File: config.mk
export PLATFORM = sky130hd
export DESIGN_NAME = dtcfs_cfg_regs
export DESIGN_NICKNAME = d
export VERILOG_FILES = /design/src/hw/rtl/dtcfs_pkg.sv /design/src/hw/rtl/dtcfs_cfg_regs.sv
export SDC_FILE = /design/constraint.sdc
export NUM_CORES = 1
export LEC_CHECK = 0
export ABC_CLOCK_PERIOD_IN_PS = 2950
export BUFFER_PORTS_ARGS = -buffer_cell sky130_fd_sc_hd__clkbuf_2
export CAP_MARGIN = 20
export CELL_PAD_IN_SITES_DETAIL_PLACEMENT = 1
export CELL_PAD_IN_SITES_GLOBAL_PLACEMENT = 2
export CORE_AREA = 2 2 59 61
export DETAILED_ROUTE_END_ITERATION = 6
export DIE_AREA = 0 0 61 63
export PLACE_DENSITY_LB_ADDON = 0.1
export SLEW_MARGIN = 20
export SYNTH_ARGS = -nofsm -noshare
export SYNTH_HDL_FRONTEND = slang
export SYNTH_SLANG_ARGS = --single-unit
File: constraint.sdc
create_clock -name i_clk -period 2.95 [get_ports i_clk]
set_input_delay 0.885 -clock i_clk [delete_from_list [all_inputs] [get_ports i_clk]]
set_output_delay 0.885 -clock i_clk [all_outputs]
set_load 0.005 [all_outputs]
File: src/hw/rtl/dtcfs_pkg.sv
`timescale 1ns / 1ps

package dtcfs_pkg;

    // Default sizes of the store.
    localparam int MAX_COLS_DEF   = 256;
    localparam int MAX_ROWS_DEF   = 128;
    localparam int DEPTH_BITS_DEF = 24;

    // Field widths on the streams.
    localparam int KIND_W   = 3;
    localparam int COL_W    = 8;
    localparam int ROW_W    = 7;
    localparam int GLYPH_W  = 8;
    localparam int DEPTH_W  = 24;
    localparam int STATUS_W = 3;

    // Text cursor widths.
    localparam int CUR_COL_W = 9;
    localparam int CUR_ROW_W = 8;

    // Configuration port.
    localparam int CFG_IDX_W  = 4;
    localparam int CFG_DATA_W = 9;
    localparam int CFG_WIDTH_W  = 9;
    localparam int CFG_HEIGHT_W = 8;
    localparam logic [CFG_IDX_W-1:0] CFG_WIDTH  = 4'd0;
    localparam logic [CFG_IDX_W-1:0] CFG_HEIGHT = 4'd1;
    localparam logic [CFG_WIDTH_W-1:0]  WIDTH_RESET  = 9'd80;
    localparam logic [CFG_HEIGHT_W-1:0] HEIGHT_RESET = 8'd24;

    // Character codes.
    localparam logic [GLYPH_W-1:0] GLYPH_SPACE = 8'h20;
    localparam logic [GLYPH_W-1:0] GLYPH_NL    = 8'h0A;
    localparam logic [GLYPH_W-1:0] GLYPH_NUL   = 8'h00;
    localparam logic [GLYPH_W-1:0] GLYPH_LOW   = 8'd32;
    localparam logic [GLYPH_W-1:0] GLYPH_HIGH  = 8'd126;

    // Request kinds.
    typedef enum logic [KIND_W-1:0] {
        KIND_CLEAR = 3'd0,
        KIND_DRAW  = 3'd1,
        KIND_ZDRAW = 3'd2,
        KIND_TEXT  = 3'd3,
        KIND_READ  = 3'd4
    } t_kind;

    // Result status codes.
    localparam logic [STATUS_W-1:0] STAT_WRITTEN  = 3'd0;
    localparam logic [STATUS_W-1:0] STAT_REJECTED = 3'd1;
    localparam logic [STATUS_W-1:0] STAT_RANGE    = 3'd2;
    localparam logic [STATUS_W-1:0] STAT_NONE     = 3'd3;
    localparam logic [STATUS_W-1:0] STAT_READ     = 3'd4;

    // Controller states.
    typedef enum logic [1:0] {
        ST_SWEEP = 2'd0,
        ST_IDLE  = 2'd1,
        ST_READ  = 2'd2
    } t_state;

    // Write strobes toward the cell memories.
    typedef struct packed {
        logic glyph_we;
        logic depth_we;
    } t_mem_ctl;

endpackage

File: src/hw/rtl/dtcfs_cfg_regs.sv
`timescale 1ns / 1ps

module dtcfs_cfg_regs #(
    parameter int MAX_COLS = dtcfs_pkg::MAX_COLS_DEF,
    parameter int MAX_ROWS = dtcfs_pkg::MAX_ROWS_DEF,
    parameter int WB       = 9,
    parameter int HB       = 8
) (
    input  logic                             i_clk,
    input  logic                             i_rst_n,
    input  logic                             i_valid,
    output logic                             o_ready,
    input  logic [dtcfs_pkg::CFG_IDX_W-1:0]  i_index,
    input  logic [dtcfs_pkg::CFG_DATA_W-1:0] i_data,
    output logic [WB-1:0]                    o_width,
    output logic [HB-1:0]                    o_height
);

    logic [dtcfs_pkg::CFG_WIDTH_W-1:0]  r_width;
    logic [dtcfs_pkg::CFG_HEIGHT_W-1:0] r_height;

    assign o_ready = 1'b1;

    // Register writes; unknown indexes are dropped.
    always_ff @(posedge i_clk) begin
        if (!i_rst_n) begin
            r_width  <= dtcfs_pkg::WIDTH_RESET;
            r_height <= dtcfs_pkg::HEIGHT_RESET;
        end else if (i_valid) begin
            if (i_index == dtcfs_pkg::CFG_WIDTH) begin
                r_width <= i_data[dtcfs_pkg::CFG_WIDTH_W-1:0];
            end else if (i_index == dtcfs_pkg::CFG_HEIGHT) begin
                r_height <= i_data[dtcfs_pkg::CFG_HEIGHT_W-1:0];
            end
        end
    end

    // Clamp both sizes into one cell up to the full store.
    always_comb begin
        if (r_width == '0) begin
            o_width = WB'(1);
        end else if (WB'(r_width) > WB'(MAX_COLS)) begin
            o_width = WB'(MAX_COLS);
        end else begin
            o_width = WB'(r_width);
        end
        if (r_height == '0) begin
            o_height = HB'(1);
        end else if (HB'(r_height) > HB'(MAX_ROWS)) begin
            o_height = HB'(MAX_ROWS);
        end else begin
            o_height = HB'(r_height);
        end
    end

endmodule

==> impl_results.md <==
* Required @ worst endpoint at 2.07 ns
* Largest stage delay, worst path at ~0.35 ns
* Max_cap viols at 0
* Vias per std cell at 4.24
* Total Power at around 400 uW
* First-pass GRT wire length at 3.31 mm
* Mapped Cells at 95
* Drt pass-1 iters at 2
* Die X at 61 um
* Largest family of logic cells by synthesized area: simple AND/OR/NAND/NOR gates
* Critical path peak fanout at 3
* Pleak at 0.494 nW
* Clock-pin slew on the worst setup and hold paths at 0.11 ns
* Layout cell share with drive strength beyond 1 at 30.9%
* CP Launch Type: register
* Ant diodes at 0
* Synth Area in Compound Gates at 3.03%
* Total CTS buffers at 3
* Die ar. at roughly 3800 sq um
* I/O Buffers at 32
* WL/cell at 11.9 um
* Total Wirelength at 2.01 mm
* Post-Synth Adder-Cell Area at 0%
* Slowest cell on crit path: dfxtp_1
* Nets at between 100 and 150
* CTS H-tree depth at 1
* Min Clock Period, post-route at 2.15 ns
* CTS tree: yes
* Post-synth EDFFs at 0
* Primary FF master, synth: dfxtp_1
* Die Ht at approximately 63 um
* Mux contribution to synthesized area at 18.2%
* Clock Sink Count at 17
* GPL Wtd Cong at 0.641
* All-Layer GR Usage at 11.3%
* Drt first-iter violations at 22
* Async set or reset register ratio after synthesis at 0%
* Number of synthesized register bits at 17
* Pwr dens at 388 nW/um^2
* Final Max Slew Viols at 0
* Min-Delay Path Class: register to register
* Top cell type's share of synthesized area at 41.1%
* Final setup vio count at 0
* Largest area contributor in the netlist: dfxtp_1
* Crit path cell chain: nor4_1, a21oi_1, nor2_1, clkbuf_2
* Via count at 717
* Core Region at ~3200 sq um
* Endpoint arrival time on the critical path at 1.26 ns
* Vias in the first global route at 720
* Post-Synth Simple-Gate Area at 31.8%
* Cell with the most instances after synthesis: nand2_1
* Post-Layout Cell Count at approximately 170
* Final Cycle Share at 72.8%
* Clock latency at the later pin of the worst-skew pair at ~0.29 ns
* CTS Hold Bufs at 0
* Row count at 21
* Syn nets at 111
* Register area at 340 sq um
* Seq/Total Area, Yosys at between 40% and 50%
* Worst vdd ir at between 0.2 and 0.25 mV
* Clock Skew at 0 ns
* Setup crit end kind: output pin
* Detailed Place HPWL at 1.58 mm
* Netlist cell types at 20
* Final TNS setup at 0 ns
* Worst slack, placed at approximately 0.74 ns
* Post-Synth XOR/XNOR Area at 0%
* Initial antenna violation count at 0
* FMAX at 466 MHz
* Synth Cell Area at between 800 and 900 sq um
* CTS root buf: clkbuf_4
* Outcome: completed
* Mapped Avg Cell Area at 8.71 sq um
* Post-route setup slack at about 0.8 ns
* I/O Pins at 34
* Synth area leaders: dfxtp_1 41%, mux2i_1 18%, nor2b_1 11%
* Layout area overhead at 24.7%
* Initial Util at 25.6%
* Synth top cells by count: 21 x nand2_1, 17 x dfxtp_1, 15 x mux2i_1, 15 x nor2b_1, 6 x clkbuf_1
* WHS at 0.480 ns
* RSZ-0062 raised after global routing: no
* Placed Cells at 165
* Largest net degree at the start of global routing at 27
* GR Overflow Total at 0
* Final Hold Viols at 0
* Clock Tree Buf Depth at 2
* Postcts setup bufs at 0
* Post-cts resize count at 0
* Crit path kind: register to output pin
* Yosys warning total at 0
* Fill cells at ~400
* Drt drc at 0
* Slew headroom at 66.4%
* Multi-input combinational cell area at 442 sq um
* Antenna-violating nets left at 0
* Worst Max-Slew Pin Slew at 0.504 ns
==> flip-flops by register name, indices dropped and copies added, names as in the netlist <==
register / cells
r_height: 8
r_width: 9
==> path summary, 6_finish.rpt <==
kind	start	endpoint	slack, ns	cells after the start
max	r_width[4]	o_width[0]	0.80	4
max reg2reg	r_width[8]	r_width[8]	2.16	2
min reg2reg	r_width[0]	r_width[0]	0.48	2
min	r_width[0]	r_width[0]	0.48	2
==> cell type report <==
class	instances	area share (%)
clock buffers	3	2.18
repair buffers	32	15.5
well taps	46	5.58
clock inverters	1	0.485
multi-input cells	69	42.8
flip-flops and latches	17	33.0
inverters	1	0.364
==> cells by family after synthesis <==
family / count (synthesis)
AO/OA/AOI/OAI: 4
buffers and inverters: 9
flip-flops: 17
multiplexers: 15
other: 1
AND/OR/NAND/NOR: 49
==> cells in the final DEF, fill, tap and decap left out, drive strengths merged <==
| cell type | n |
|---|---|
| clkbuf | 35 |
| conb | 1 |
| nor4 | 2 |
| mux2i | 15 |
| a21oi | 2 |
| o211ai | 1 |
| clkinv | 1 |
| nand3b | 2 |
| a21boi | 1 |
| nand2 | 22 |
| nor3 | 1 |
| and2b | 1 |
| inv | 1 |
| nor4b | 1 |
| nor2b | 15 |
| dfxtp | 17 |
| nand3 | 1 |
| nor2 | 4 |
==> worst max-delay path: cells and delay by family (launching register included) <==
family | cells | cell delay [ns]
compound gates | 1 | 0.10
buf+inv | 1 | 0.12
flops | 1 | 0.35
simple gates | 2 | 0.40
==> where the power goes <==
group          switching [mW]  internal, mW  leakage (nW)
registers             0.00285         0.233         0.137
clock network          0.0762        0.0504        0.0177
logic                  0.0198        0.0179         0.339
==> layer usage <==
layer | up-vias | global-route usage (%) | share of wire, %
met5 | - | 0 | 0
met4 | 0 | 2.45 | 0.75
met3 | 2 | 4.14 | 5.5
met2 | 18 | 17.9 | 46
met1 | 333 | 14.6 | 47
li1 | 364 | - | -
==> per-stage QoR <==
stage | instance area [sq um] | util, %
final | 1030 | 31.9
after global routing | 1030 | 31.9
after CTS | 1030 | 31.9
after detailed placement | 1000 | 31.0
after global placement | 1000 | 31.0
after floorplan | 827 | -
Note: power is estimated with default switching activity, not from simulation.
