### src/hw/rtl/dtcfs_pkg.sv
`timescale 1ns / 1ps

package dtcfs_pkg;

    // Default sizes of the store.
    localparam int MAX_COLS_DEF   = 256;
    localparam int MAX_ROWS_DEF   = 128;
    localparam int DEPTH_BITS_DEF = 24;

    // Field widths on the streams.
    localparam int KIND_W   = 3;
    localparam int COL_W    = 8;
    localparam int ROW_W    = 7;
    localparam int GLYPH_W  = 8;
    localparam int DEPTH_W  = 24;
    localparam int STATUS_W = 3;

    // Text cursor widths.
    localparam int CUR_COL_W = 9;
    localparam int CUR_ROW_W = 8;

    // Configuration port.
    localparam int CFG_IDX_W  = 4;
    localparam int CFG_DATA_W = 9;
    localparam int CFG_WIDTH_W  = 9;
    localparam int CFG_HEIGHT_W = 8;
    localparam logic [CFG_IDX_W-1:0] CFG_WIDTH  = 4'd0;
    localparam logic [CFG_IDX_W-1:0] CFG_HEIGHT = 4'd1;
    localparam logic [CFG_WIDTH_W-1:0]  WIDTH_RESET  = 9'd80;
    localparam logic [CFG_HEIGHT_W-1:0] HEIGHT_RESET = 8'd24;

    // Character codes.
    localparam logic [GLYPH_W-1:0] GLYPH_SPACE = 8'h20;
    localparam logic [GLYPH_W-1:0] GLYPH_NL    = 8'h0A;
    localparam logic [GLYPH_W-1:0] GLYPH_NUL   = 8'h00;
    localparam logic [GLYPH_W-1:0] GLYPH_LOW   = 8'd32;
    localparam logic [GLYPH_W-1:0] GLYPH_HIGH  = 8'd126;

    // Request kinds.
    typedef enum logic [KIND_W-1:0] {
        KIND_CLEAR = 3'd0,
        KIND_DRAW  = 3'd1,
        KIND_ZDRAW = 3'd2,
        KIND_TEXT  = 3'd3,
        KIND_READ  = 3'd4
    } t_kind;

    // Result status codes.
    localparam logic [STATUS_W-1:0] STAT_WRITTEN  = 3'd0;
    localparam logic [STATUS_W-1:0] STAT_REJECTED = 3'd1;
    localparam logic [STATUS_W-1:0] STAT_RANGE    = 3'd2;
    localparam logic [STATUS_W-1:0] STAT_NONE     = 3'd3;
    localparam logic [STATUS_W-1:0] STAT_READ     = 3'd4;

    // Controller states.
    typedef enum logic [1:0] {
        ST_SWEEP = 2'd0,
        ST_IDLE  = 2'd1,
        ST_READ  = 2'd2
    } t_state;

    // Write strobes toward the cell memories.
    typedef struct packed {
        logic glyph_we;
        logic depth_we;
    } t_mem_ctl;

endpackage

### src/hw/rtl/dtcfs_ctrl.sv
`timescale 1ns / 1ps

module dtcfs_ctrl #(
    parameter int MAX_COLS   = dtcfs_pkg::MAX_COLS_DEF,
    parameter int CELLS      = dtcfs_pkg::MAX_COLS_DEF * dtcfs_pkg::MAX_ROWS_DEF,
    parameter int AW         = 15,
    parameter int WB         = 9,
    parameter int HB         = 8,
    parameter int DEPTH_BITS = dtcfs_pkg::DEPTH_BITS_DEF
) (
    input  logic                           i_clk,
    input  logic                           i_rst_n,
    input  logic [WB-1:0]                  i_width,
    input  logic [HB-1:0]                  i_height,
    // Request side.
    input  logic                           i_valid,
    output logic                           o_ready,
    input  logic [dtcfs_pkg::KIND_W-1:0]   i_kind,
    input  logic [dtcfs_pkg::COL_W-1:0]    i_col,
    input  logic [dtcfs_pkg::ROW_W-1:0]    i_row,
    input  logic [dtcfs_pkg::GLYPH_W-1:0]  i_glyph,
    input  logic [dtcfs_pkg::DEPTH_W-1:0]  i_depth,
    input  logic                           i_text_start,
    // Result side.
    output logic                           o_valid,
    input  logic                           i_ready,
    output logic [dtcfs_pkg::GLYPH_W-1:0]  o_read_glyph,
    output logic                           o_screen_end,
    output logic [dtcfs_pkg::STATUS_W-1:0] o_status,
    // Cell memories.
    output dtcfs_pkg::t_mem_ctl            o_mem_ctl,
    output logic [AW-1:0]                  o_mem_addr,
    output logic [dtcfs_pkg::GLYPH_W-1:0]  o_mem_glyph,
    output logic [DEPTH_BITS-1:0]          o_mem_depth,
    input  logic [dtcfs_pkg::GLYPH_W-1:0]  i_mem_glyph,
    input  logic [DEPTH_BITS-1:0]          i_mem_depth
);

    localparam logic [AW-1:0] LAST_CELL = AW'(CELLS - 1);

    dtcfs_pkg::t_state r_state, n_state;
    dtcfs_pkg::t_kind  r_kind, n_kind;
    logic [AW-1:0]     r_sweep, n_sweep;
    logic [AW-1:0]     r_addr, n_addr;
    logic [dtcfs_pkg::GLYPH_W-1:0] r_glyph, n_glyph;
    logic [DEPTH_BITS-1:0]         r_depth, n_depth;
    logic              r_end, n_end;

    logic [dtcfs_pkg::CUR_COL_W-1:0] r_cur_col, n_cur_col;
    logic [dtcfs_pkg::CUR_ROW_W-1:0] r_cur_row, n_cur_row;
    logic [dtcfs_pkg::COL_W-1:0]     r_org_col, n_org_col;
    logic                            r_stopped, n_stopped;
    logic [WB-1:0]                   r_rd_col, n_rd_col;
    logic [HB-1:0]                   r_rd_row, n_rd_row;

    logic                            r_out_valid, n_out_valid;
    logic [dtcfs_pkg::GLYPH_W-1:0]   r_out_glyph, n_out_glyph;
    logic                            r_out_end, n_out_end;
    logic [dtcfs_pkg::STATUS_W-1:0]  r_out_status, n_out_status;

    logic              out_free;
    logic              accept;
    logic [WB-1:0]     sel_col;
    logic [HB-1:0]     sel_row;
    logic [AW-1:0]     sel_ix;
    logic [DEPTH_BITS-1:0] in_depth;
    logic              cell_out;

    // Text cursor path.
    logic [dtcfs_pkg::CUR_COL_W-1:0] tx_cc0, tx_cc1, tx_ccn;
    logic [dtcfs_pkg::CUR_ROW_W-1:0] tx_cr0, tx_cr1;
    logic [dtcfs_pkg::COL_W-1:0]     tx_oc;
    logic                            tx_stop0, tx_stopn, tx_write;
    logic [dtcfs_pkg::STATUS_W-1:0]  tx_status;

    // Readout position path.
    logic              rd_restart, rd_in_win, rd_is_end;
    logic [WB-1:0]     rd_c;
    logic [HB-1:0]     rd_r;

    assign out_free = !r_out_valid || i_ready;
    assign accept   = i_valid && o_ready;
    assign in_depth = DEPTH_BITS'(i_depth);
    assign cell_out = (WB'(i_col) >= i_width) || (HB'(i_row) >= i_height);
    assign sel_ix   = AW'((32'(sel_row) * MAX_COLS) + 32'(sel_col));

    // Text cursor: origin load, wrap, stop and advance.
    always_comb begin
        tx_cc0    = i_text_start ? {1'b0, i_col} : r_cur_col;
        tx_cr0    = i_text_start ? {1'b0, i_row} : r_cur_row;
        tx_oc     = i_text_start ? i_col : r_org_col;
        tx_stop0  = i_text_start ? 1'b0 : r_stopped;
        tx_cc1    = tx_cc0;
        tx_cr1    = tx_cr0;
        tx_ccn    = tx_cc0;
        tx_stopn  = tx_stop0;
        tx_write  = 1'b0;
        tx_status = dtcfs_pkg::STAT_NONE;
        if (!tx_stop0) begin
            if (i_glyph == dtcfs_pkg::GLYPH_NUL) begin
                tx_stopn = 1'b1;
            end else begin
                if (i_glyph == dtcfs_pkg::GLYPH_NL || WB'(tx_cc0) >= i_width) begin
                    tx_cc1 = {1'b0, tx_oc};
                    tx_cr1 = tx_cr0 + 1'b1;
                end
                tx_ccn = tx_cc1;
                if (HB'(tx_cr1) >= i_height) begin
                    tx_stopn = 1'b1;
                end else if (i_glyph inside {[dtcfs_pkg::GLYPH_LOW:dtcfs_pkg::GLYPH_HIGH]}) begin
                    if (WB'(tx_cc1) < i_width) begin
                        tx_write  = 1'b1;
                        tx_status = dtcfs_pkg::STAT_WRITTEN;
                    end else begin
                        tx_status = dtcfs_pkg::STAT_RANGE;
                    end
                    tx_ccn = tx_cc1 + 1'b1;
                end
            end
        end
    end

    // Readout: restart a stale pass, then cell or newline position.
    always_comb begin
        rd_restart = (r_rd_row >= i_height);
        rd_r       = rd_restart ? '0 : r_rd_row;
        rd_c       = rd_restart ? '0 : r_rd_col;
        rd_in_win  = (rd_c < i_width);
        rd_is_end  = (rd_r == i_height - 1'b1) && (rd_c == i_width - 1'b1);
    end

    // Cell selected for the current request.
    always_comb begin
        case (dtcfs_pkg::t_kind'(i_kind))
            dtcfs_pkg::KIND_TEXT: begin
                sel_col = WB'(tx_cc1);
                sel_row = HB'(tx_cr1);
            end
            dtcfs_pkg::KIND_READ: begin
                sel_col = rd_c;
                sel_row = rd_r;
            end
            default: begin
                sel_col = WB'(i_col);
                sel_row = HB'(i_row);
            end
        endcase
    end

    // State registers.
    always_ff @(posedge i_clk) begin
        if (!i_rst_n) begin
            r_state     <= dtcfs_pkg::ST_SWEEP;
            r_sweep     <= '0;
            r_cur_col   <= '0;
            r_cur_row   <= '0;
            r_org_col   <= '0;
            r_stopped   <= 1'b1;
            r_rd_col    <= '0;
            r_rd_row    <= '0;
            r_out_valid <= 1'b0;
        end else begin
            r_state     <= n_state;
            r_sweep     <= n_sweep;
            r_cur_col   <= n_cur_col;
            r_cur_row   <= n_cur_row;
            r_org_col   <= n_org_col;
            r_stopped   <= n_stopped;
            r_rd_col    <= n_rd_col;
            r_rd_row    <= n_rd_row;
            r_out_valid <= n_out_valid;
        end
    end

    // Request and result payload registers.
    always_ff @(posedge i_clk) begin
        r_kind       <= n_kind;
        r_addr       <= n_addr;
        r_glyph      <= n_glyph;
        r_depth      <= n_depth;
        r_end        <= n_end;
        r_out_glyph  <= n_out_glyph;
        r_out_end    <= n_out_end;
        r_out_status <= n_out_status;
    end

    // Next state, memory access and result load.
    always_comb begin
        n_state      = r_state;
        n_sweep      = r_sweep;
        n_kind       = r_kind;
        n_addr       = r_addr;
        n_glyph      = r_glyph;
        n_depth      = r_depth;
        n_end        = r_end;
        n_cur_col    = r_cur_col;
        n_cur_row    = r_cur_row;
        n_org_col    = r_org_col;
        n_stopped    = r_stopped;
        n_rd_col     = r_rd_col;
        n_rd_row     = r_rd_row;
        n_out_valid  = r_out_valid && !i_ready;
        n_out_glyph  = r_out_glyph;
        n_out_end    = r_out_end;
        n_out_status = r_out_status;
        o_ready      = 1'b0;
        o_mem_ctl    = '0;
        o_mem_addr   = r_addr;
        o_mem_glyph  = r_glyph;
        o_mem_depth  = r_depth;

        case (r_state)
            // Walk every cell, writing a space and the far depth.
            dtcfs_pkg::ST_SWEEP: begin
                o_mem_ctl.glyph_we = 1'b1;
                o_mem_ctl.depth_we = 1'b1;
                o_mem_addr  = r_sweep;
                o_mem_glyph = dtcfs_pkg::GLYPH_SPACE;
                o_mem_depth = '1;
                if (r_sweep == LAST_CELL) begin
                    n_sweep = '0;
                    n_state = dtcfs_pkg::ST_IDLE;
                end else begin
                    n_sweep = r_sweep + 1'b1;
                end
            end

            // Take a request when the result register can hold its answer.
            dtcfs_pkg::ST_IDLE: begin
                o_ready     = out_free;
                o_mem_addr  = sel_ix;
                o_mem_glyph = i_glyph;
                o_mem_depth = in_depth;
                if (accept) begin
                    n_out_glyph  = '0;
                    n_out_end    = 1'b0;
                    n_out_status = dtcfs_pkg::STAT_NONE;
                    case (dtcfs_pkg::t_kind'(i_kind))
                        dtcfs_pkg::KIND_CLEAR: begin
                            n_out_valid  = 1'b1;
                            n_out_status = dtcfs_pkg::STAT_WRITTEN;
                            n_state      = dtcfs_pkg::ST_SWEEP;
                        end
                        dtcfs_pkg::KIND_DRAW: begin
                            n_out_valid = 1'b1;
                            if (cell_out) begin
                                n_out_status = dtcfs_pkg::STAT_RANGE;
                            end else begin
                                o_mem_ctl.glyph_we = 1'b1;
                                n_out_status = dtcfs_pkg::STAT_WRITTEN;
                            end
                        end
                        dtcfs_pkg::KIND_ZDRAW: begin
                            if (cell_out) begin
                                n_out_valid  = 1'b1;
                                n_out_status = dtcfs_pkg::STAT_RANGE;
                            end else begin
                                n_kind  = dtcfs_pkg::KIND_ZDRAW;
                                n_addr  = sel_ix;
                                n_glyph = i_glyph;
                                n_depth = in_depth;
                                n_state = dtcfs_pkg::ST_READ;
                            end
                        end
                        dtcfs_pkg::KIND_TEXT: begin
                            o_mem_ctl.glyph_we = tx_write;
                            n_cur_col    = tx_ccn;
                            n_cur_row    = tx_cr1;
                            n_org_col    = tx_oc;
                            n_stopped    = tx_stopn;
                            n_out_valid  = 1'b1;
                            n_out_status = tx_status;
                        end
                        dtcfs_pkg::KIND_READ: begin
                            if (rd_in_win) begin
                                n_kind  = dtcfs_pkg::KIND_READ;
                                n_addr  = sel_ix;
                                n_end   = rd_is_end;
                                n_state = dtcfs_pkg::ST_READ;
                                if (rd_is_end) begin
                                    n_rd_col = '0;
                                    n_rd_row = '0;
                                end else begin
                                    n_rd_col = rd_c + 1'b1;
                                    n_rd_row = rd_r;
                                end
                            end else begin
                                n_out_valid  = 1'b1;
                                n_out_glyph  = dtcfs_pkg::GLYPH_NL;
                                n_out_status = dtcfs_pkg::STAT_READ;
                                n_rd_col     = '0;
                                n_rd_row     = rd_r + 1'b1;
                            end
                        end
                        default: begin
                            n_out_valid = 1'b1;
                        end
                    endcase
                end
            end

            // Stored cell is on the memory output; finish once the result fits.
            dtcfs_pkg::ST_READ: begin
                if (out_free) begin
                    n_out_valid = 1'b1;
                    n_state     = dtcfs_pkg::ST_IDLE;
                    if (r_kind == dtcfs_pkg::KIND_ZDRAW) begin
                        n_out_glyph = '0;
                        n_out_end   = 1'b0;
                        if (r_depth >= i_mem_depth) begin
                            n_out_status = dtcfs_pkg::STAT_REJECTED;
                        end else begin
                            o_mem_ctl.glyph_we = 1'b1;
                            o_mem_ctl.depth_we = 1'b1;
                            n_out_status = dtcfs_pkg::STAT_WRITTEN;
                        end
                    end else begin
                        n_out_glyph  = i_mem_glyph;
                        n_out_end    = r_end;
                        n_out_status = dtcfs_pkg::STAT_READ;
                    end
                end
            end

            default: begin
                n_state = dtcfs_pkg::ST_SWEEP;
                n_sweep = '0;
            end
        endcase
    end

    assign o_valid      = r_out_valid;
    assign o_read_glyph = r_out_glyph;
    assign o_screen_end = r_out_end;
    assign o_status     = r_out_status;

endmodule

### config.mk
export PLATFORM = sky130hd
export DESIGN_NAME = dtcfs_ctrl
export DESIGN_NICKNAME = d
export VERILOG_FILES = /design/src/hw/rtl/dtcfs_pkg.sv /design/src/hw/rtl/dtcfs_ctrl.sv
export SDC_FILE = /design/constraint.sdc
export NUM_CORES = 1
export LEC_CHECK = 0
export ABC_AREA = 1
export BUFFER_PORTS_ARGS = -buffer_cell sky130_fd_sc_hd__buf_2
export CAP_MARGIN = 30
export CORE_MARGIN = 2
export CORE_UTILIZATION = 49
export CTS_CLUSTER_SIZE = 30
export DETAILED_ROUTE_END_ITERATION = 10
export GPL_TIMING_DRIVEN = 0
export PLACE_DENSITY = 0.85
export SYNTH_ARGS = -nofsm -noshare
export SYNTH_HDL_FRONTEND = slang
export SYNTH_SLANG_ARGS = --single-unit
### constraint.sdc
create_clock -name i_clk -period 5.6 [get_ports i_clk]
set_input_delay 1.12 -clock i_clk [delete_from_list [all_inputs] [get_ports i_clk]]
set_output_delay 1.12 -clock i_clk [all_outputs]
set_load 0.005 [all_outputs]
==> results of run 1 <==
## power by group through the flow
stage / combinational [W] / sequential [W] / clock, W
3_5_place_dp: 0.00111 / 0.00105 / 0
6_report: 0.00122 / 0.00103 / 0.00111
3_3_place_gp: 0.00107 / 0.00105 / 0
2_1_floorplan: 0.000638 / 0.00105 / 0
4_1_cts: 0.00116 / 0.00103 / 0.00109
5_1_grt: 0.00133 / 0.00103 / 0.00114
## placed cells by master (no fill, tap or decap), types with 15 or more instances in the layout
| cell type | count |
|---|---|
| sky130_fd_sc_hd__clkbuf_16 | 17 |
| sky130_fd_sc_hd__dfxtp_1 | 61 |
| sky130_fd_sc_hd__a22oi_1 | 15 |
| sky130_fd_sc_hd__clkbuf_1 | 26 |
| sky130_fd_sc_hd__nor2_1 | 123 |
| sky130_fd_sc_hd__ha_1 | 83 |
| sky130_fd_sc_hd__nand3_1 | 84 |
| sky130_fd_sc_hd__inv_1 | 199 |
| sky130_fd_sc_hd__nand4_1 | 42 |
| sky130_fd_sc_hd__xor2_1 | 22 |
| sky130_fd_sc_hd__buf_2 | 172 |
| sky130_fd_sc_hd__edfxtp_1 | 62 |
| sky130_fd_sc_hd__nor3_1 | 19 |
| sky130_fd_sc_hd__buf_4 | 28 |
| sky130_fd_sc_hd__a21oi_1 | 105 |
| sky130_fd_sc_hd__o21ai_0 | 61 |
| sky130_fd_sc_hd__nand2_1 | 360 |
## area by class of cell
cell class              instances  area [µm²]
clock inverters                14         139
plain buffers                  41         228
repair buffers                198        1110
well taps                     270         338
fillers                      1741        7680
clock buffers                  18         429
diodes                          1        2.50
inverters                     214         816
multi-input cells            1075        6340
flip-flops and latches        123        3080
## flip-flops by register name, indices dropped and copies added, names as in the netlist, 8 cells and up
| signal | flops |
|---|---|
| o_read_glyph | 8 |
| r_org_col | 8 |
| r_rd_col | 9 |
| r_addr | 15 |
| r_glyph | 8 |
| r_depth | 24 |
| r_rd_row | 8 |
| r_cur_col | 9 |
| r_cur_row | 8 |
| r_sweep | 15 |
## worst register-to-register path, stage by stage, from the launching register on
cell and delay [ps]:
sky130_fd_sc_hd__dfxtp_1 420, sky130_fd_sc_hd__ha_1 280, sky130_fd_sc_hd__nand2_2 110, sky130_fd_sc_hd__inv_2 60, sky130_fd_sc_hd__a21oi_4 370, sky130_fd_sc_hd__nand3_4 190, sky130_fd_sc_hd__inv_1 180, sky130_fd_sc_hd__nand2_1 160
sky130_fd_sc_hd__inv_1 130, sky130_fd_sc_hd__ha_1 250, sky130_fd_sc_hd__inv_1 80, sky130_fd_sc_hd__nor3_1 50, sky130_fd_sc_hd__a211oi_1 200, sky130_fd_sc_hd__nand3_1 440, sky130_fd_sc_hd__nor2_1 290, sky130_fd_sc_hd__inv_1 140
sky130_fd_sc_hd__a21oi_2 750
## through the flow
stage,util,setup WS (ps)
floorplan,-,3.85
global placement,0.555,-1490
detailed placement,0.556,-1500
CTS,0.603,-296
global route,0.619,-419
finish,0.619,-330
## final timing paths
check                                start                        to  slack, ps
setup / recovery              i_text_start              o_mem_ctl[1]       -330
hold / removal    r_rd_col[7]$_SDFFE_PN0P_  r_rd_col[7]$_SDFFE_PN0P_        470
setup reg to reg  r_rd_row[6]$_SDFFE_PN0P_       r_addr[4]$_DFFE_PP_       1110
hold reg to reg   r_rd_col[7]$_SDFFE_PN0P_  r_rd_col[7]$_SDFFE_PN0P_        470
## layer usage
metal,up-vias,global-route usage
met1,5044,0.380
met2,675,0.513
li1,5276,-
met5,-,0
met3,157,0.0717
met4,0,0.152
## timing repair
| action | in CTS | in global routing |
|---|---|---|
| pin swaps | 19 | 32 |
| endpoints found under the setup margin | 8 | 6 |
| setup buffers | 20 | 11 |
| resized for setup | 59 | 52 |
## kinds of logic after synthesis
| family | Yosys count | synth area share |
|---|---|---|
| and+or+nand+nor | 698 | 0.303 |
| AOI/OAI and AO/OA | 252 | 0.146 |
| adders and majority gates | 94 | 0.117 |
| xor gates and xnor gates | 31 | 0.0271 |
| DFF | 123 | 0.308 |
| buffers and inverters | 255 | 0.0994 |
==> flow_summary_export.csv, run 1 <==
group,metric,value,unit
status,status,"finished, violations left",
status,failed_checks,"setup timing",
drt,vias_per_cell,5.71,
clocking,cts_buffer_depth,2,
drt,finalWirelength,34.5,mm
clocking,path_clk_slew,60,ps
setup_path,worst-path-max-fanout,7,
place,placedInstanceArea,11200,µm²
timing,final.hold.worst_slack,470,ps
timing,finalSetupTns,-461,ps
global_route,globalRoute.totalOverflow,0,
drt,detailroute.via_count,11152,
hold_path,hold-path-cell-count,2,
clocking,clock_tree_from_tritoncts,"built",
setup_path,cp_data_required_time,4480,ps
floorplanning,floorplan.die_area,21600,µm²
logic_synthesis,synth-main-ff-cell,"sky130_fd_sc_hd__edfxtp_1",
timing,report.final.slew_viol_count,0,
drt,detailroute.wirelength.met3,3.88,mm
logic_synthesis,ys_seq_area_frac,0.308,
power_and_ir_drop,overall_power,0.00336,W
setup_path,worst_r2r_path_depth,16,
clocking,cts_hold_buf,0,
logic_synthesis,synth_nets,1651,
global_route,grt_usage,0.309,
place,post-place-cells,1890,
clocking,num_clock_sinks,123,
power_and_ir_drop,internal-power,0.00206,W
job,cap_violations,0,
setup_path,worst_setup_path_end_kind,"output port",
drt,highest-signal-layer,"met4",
drt,wire_length_on_met1,12.9,mm
drt,detail_route.wl_per_cell,17.7,µm
timing,hold_viol,0,
timing,relSlewSlack,0.354,
power_and_ir_drop,power.combinational.fraction,0.364,
global_route,grt_first_pass_wirelength,53.0,mm
clocking,clk_root_buffer_cell,"sky130_fd_sc_hd__clkbuf_16",
logic_synthesis,synthesis.instances,1453,
hold_path,min_delay_path_class,"flop to flop",
setup_path,data_arrival_time_of_the_critical_path,4810,ps
logic_synthesis,ys_seq_elements,123,
timing,worst_clock_skew,15.9,ps
setup_path,setup.worst_path.start_class,"input port",
clocking,clock_latency_at_the_later_pin_of_the_worst_skew_pair,440,ps
logic_synthesis,yosys-top-cells-count,"sky130_fd_sc_hd__nand2_1, sky130_fd_sc_hd__inv_1, sky130_fd_sc_hd__nor2_1",
clocking,tritoncts.num_buffers,17,
timing,worstMarginPinSlew,968,ps
cells_and_area,num-nets-final,1868,
logic_synthesis,post_synthesis_average_cell_area,6.89,µm²
floorplanning,placeableCoreArea,20200,µm²
place,place.port_buffers,166,
power_and_ir_drop,share_seq_of_total_power,0.306,
logic_synthesis,netlist-cell-type-count,54,
power_and_ir_drop,power_frac_clock,0.330,
global_route,grt_max_degree,33,
timing,finalSetupViolCount,5,
setup_path,slowest_stage,"sky130_fd_sc_hd__ha_4",
timing,maxClockFrequency,169,MHz
logic_synthesis,yosys.cell_count.top_type,"sky130_fd_sc_hd__nand2_1",
setup_path,slowest_delay,310,ps
global_route,antenna_found_initial,0,
floorplanning,floorplan.rows,52,
timing,period_share,1.06,
floorplanning,initial_core_util,0.497,
floorplanning,ioPinCount,167,
power_and_ir_drop,p_leak,5.93,nW
logic_synthesis,netlist_top_cells_area,"sky130_fd_sc_hd__edfxtp_1, sky130_fd_sc_hd__nand2_1, sky130_fd_sc_hd__dfxtp_1",
floorplanning,die_width,147,µm
floorplanning,die_height,147,µm
cells_and_area,fraction_of_layout_cells_with_a_size_suffix_above_1,0.210,
logic_synthesis,synth_enable_flop_cells,62,
timing,setup_slack,-330,ps
clocking,cts_max_level,4,
cells_and_area,final_area,12500,µm²
power_and_ir_drop,powerDensity,269,nW/µm²
timing,rsz0062_at_grt,"yes",
logic_synthesis,synth.top_cell.area_share,0.186,
drt,drt.antenna.violating_nets,0,
power_and_ir_drop,p_switching,0.00129,W
setup_path,setup.worst_path.class,"input port to output port",
drt,wl_met2,15.8,mm
drt,drt_pass1_iterations,8,
setup_path,path_buf_inv,11,
power_and_ir_drop,irDropWorstVdd,0.000197,V
logic_synthesis,share_of_flip_flops_with_an_asynchronous_set_or_reset,0,
cells_and_area,finish.cell_count_without_fillers,1954,
timing,final.min_clock_period,5930,ps
drt,detail_route.iter0.violations,1049,
cells_and_area,syn_to_final_growth,24.7,%
global_route,grt_pass1_vias,10574,
setup_path,critPathTopFamily,"buffers and inverters",
place,dp.final_hpwl,25.5,mm
logic_synthesis,synthesis.yosys.warnings,0,
logic_synthesis,synth_top_cell_by_area,"sky130_fd_sc_hd__edfxtp_1",
drt,drt_drc_violations_left,0,
logic_synthesis,syn-cell-area,10000,µm²
setup_path,worst-path-stages,31,
place,gpl_congestion,1.04,
power_and_ir_drop,sw_frac_of_total,0.385,
(Power assumes the default switching activity.)
==> inputs of run 2 (changes only) <==
==> constraint.sdc (replaced) <==
create_clock -name i_clk -period 5.6 [get_ports i_clk]
set_input_delay 1.12 -clock i_clk [delete_from_list [all_inputs] [get_ports i_clk]]
set_output_delay 1.12 -clock i_clk [all_outputs]
set_load 0.01 [all_outputs]
==> run 2 against run 1 <==
  * Register-to-register slack gained 40 ps
  * The flow still finishes with violations (setup timing)
  * Critical path type unchanged
  * Combinational power grew 4%
  * Worst hold slack gained 0.70 ps
  * Core utilization shrank 0.73 points
  * Die area is the same
  * Clock-buffer cell count grew 2
  * Maximum frequency grew 0.92%
  * Critical endpoint unchanged
  * Sequential power is essentially flat
  * Global-route usage shrank 0.36 points
==> flow_summary_export.csv, run 2 (synthesis results as in run 1) <==
group,metric,value,unit
timing,report.final.slew_viol_count,0,
floorplanning,initial_core_util,0.497,
timing,hold_viol,0,
drt,drt_drc_violations_left,0,
setup_path,startpoint,"i_text_start",
setup_path,path_buf_inv,10,
clocking,num_clock_sinks,123,
place,place.port_buffers,166,
timing,worstMarginPinSlew,957,ps
drt,vias_per_cell,5.66,
floorplanning,placeableCoreArea,20200,µm²
clocking,cts_max_level,4,
setup_path,slowest_delay,270,ps
floorplanning,floorplan.rows,52,
floorplanning,die_width,147,µm
hold_path,timing.hold.worst.start,"r_rd_col[7]$_SDFFE_PN0P_",
power_and_ir_drop,p_leak,5.90,nW
place,placedInstanceArea,11200,µm²
cells_and_area,num-nets-final,1868,
global_route,grt_max_degree,33,
cells_and_area,final_area,12300,µm²
clocking,tritoncts.num_buffers,17,
setup_path,cp_data_required_time,4480,ps
global_route,grt_first_pass_wirelength,52.4,mm
cells_and_area,syn_to_final_growth,23.2,%
floorplanning,die_height,147,µm
drt,detail_route.iter0.violations,1018,
drt,drt_pass1_iterations,8,
cells_and_area,regArea,3080,µm²
power_and_ir_drop,powerDensity,275,nW/µm²
status,failed_checks,"setup timing",
cells_and_area,layout_commonest_cell,"sky130_fd_sc_hd__nand2_1",
cells_and_area,filler_cell_count,1793,
timing,final.min_clock_period,5880,ps
job,cap_violations,0,
cells_and_area,fraction_of_layout_cells_with_a_size_suffix_above_1,0.198,
global_route,antenna_found_initial,1,
setup_path,worst-path-max-fanout,8,
timing,finalSetupTns,-276,ps
clocking,clk_root_buffer_cell,"sky130_fd_sc_hd__clkbuf_16",
clocking,path_clk_slew,60,ps
clocking,cts_hold_buf,0,
hold_path,min_delay_path_class,"flop to flop",
drt,finalWirelength,34.0,mm
cells_and_area,multi_input_area,6210,µm²
floorplanning,ioPinCount,167,
power_and_ir_drop,irDropWorstVdd,0.000148,V
drt,drt.antenna.violating_nets,0,
setup_path,data_arrival_time_of_the_critical_path,4760,ps
global_route,globalRoute.totalOverflow,0,
floorplanning,floorplan.die_area,21600,µm²
clocking,clock_tree_from_tritoncts,"built",
timing,rsz0062_at_grt,"yes",
timing,finalSetupViolCount,1,
timing,setup_slack,-276,ps
global_route,grt_pass1_vias,10389,
place,dp.final_hpwl,25.9,mm
setup_path,worst_reg2reg_path_startpoint,"r_rd_row[6]$_SDFFE_PN0P_",
setup_path,setup.worst_path.start_class,"input port",
setup_path,setup.worst_path.class,"input port to output port",
clocking,clock_latency_at_the_later_pin_of_the_worst_skew_pair,430,ps
cells_and_area,flip_flop_count_of_the_largest_register_all_copies_and_words_added,24,
status,status,"finished, violations left",
power_and_ir_drop,overall_power,0.00340,W
cells_and_area,layout_common_cells,"sky130_fd_sc_hd__nand2_1, sky130_fd_sc_hd__inv_1, sky130_fd_sc_hd__buf_2",
timing,maxClockFrequency,170,MHz
clocking,cts_buffer_depth,2,
global_route,grt_usage,0.306,
cells_and_area,top_register,"r_depth",
timing,worst_clock_skew,12.1,ps
setup_path,worst_setup_path_end_kind,"output port",
drt,detailroute.via_count,11052,
setup_path,slowest_stage,"sky130_fd_sc_hd__ha_4",
timing,period_share,1.05,
cells_and_area,postLayoutCoreUtil,0.612,
setup_path,critPathTopFamily,"simple AND/OR/NAND/NOR gates",
cells_and_area,layout_top_registers,"r_depth: 24 flops, r_addr: 15 flops, r_sweep: 15 flops",
timing,relSlewSlack,0.360,
drt,detail_route.wl_per_cell,17.4,µm
place,gpl_congestion,0.998,
## run 2: cell count changes in the layout (fill, tap and decap cells not counted), moves of 5 or more
| cell | delta |
|---|---|
| sky130_fd_sc_hd__ha_4 | -5 |
| sky130_fd_sc_hd__nand3_1 | +5 |
| sky130_fd_sc_hd__inv_6 | -5 |
| sky130_fd_sc_hd__ha_1 | +5 |
| sky130_fd_sc_hd__nand2_2 | -5 |
| sky130_fd_sc_hd__nand2_1 | +6 |
## run 2: report_power, final
group	leakage [nW]	total, W	internal [W]	switching, W
clock	0.279	0.00109	0.000674	0.000419
combinational	4.56	0.00127	0.000432	0.000843
sequential	1.06	0.00103	0.00101	0.0000213
## run 2: worst register-to-register path, stage by stage (launching register included)
cell,delay [ps]
sky130_fd_sc_hd__dfxtp_1,460
sky130_fd_sc_hd__ha_1,290
sky130_fd_sc_hd__nand2_2,110
sky130_fd_sc_hd__inv_2,60
sky130_fd_sc_hd__a21oi_4,350
sky130_fd_sc_hd__nand4_1,400
sky130_fd_sc_hd__inv_1,270
sky130_fd_sc_hd__ha_1,260
sky130_fd_sc_hd__inv_1,70
sky130_fd_sc_hd__nor3_1,50
sky130_fd_sc_hd__a211oi_1,180
sky130_fd_sc_hd__nand3_1,430
sky130_fd_sc_hd__nor2_1,290
sky130_fd_sc_hd__inv_1,140
sky130_fd_sc_hd__a21oi_2,710
## run 2: through the flow
step / std cells / hold WS, ps / setup slack, ps
after detailed placement: 1890 / 461 / -1560
after global routing: 1953 / 492 / -428
final: 1954 / 471 / -276
after CTS: 1946 / 469 / -210
after floorplan: 1453 / 442 / 33.1
after global placement: 1889 / 453 / -1580
## run 2: what timing repair did
action	CTS	global route
pin swaps	16	17
resized for setup	61	23
setup buffers	24	7
endpoints found under the setup margin	12	6
## run 2: final cells by class
cell class                 count  area share
antenna                        1    0.000203
buffer                        41      0.0180
clock buffer                  20      0.0370
clock inverter                12     0.00993
inverter                     214      0.0657
multi-input combinational   1075       0.503
sequential                   123       0.250
tap                          270      0.0274
timing repair buffer         198      0.0888
## run 2: final timing paths
kind / slack [ps] / to / depth (start not counted)
worst min register to register: 470 / r_rd_col[7]$_SDFFE_PN0P_ / 2
worst max register to register: 1150 / r_addr[14]$_DFFE_PP_ / 14
worst max-delay path: -280 / o_mem_ctl[1] / 31
worst min-delay path: 470 / r_rd_col[7]$_SDFFE_PN0P_ / 2
## run 2: routing by layer
layer,global-route usage,vias up,part of all wire
met5,0,-,0
met4,0.132,0,0.039
met3,0.0624,108,0.10
met2,0.518,633,0.47
met1,0.379,5037,0.39
li1,-,5274,-
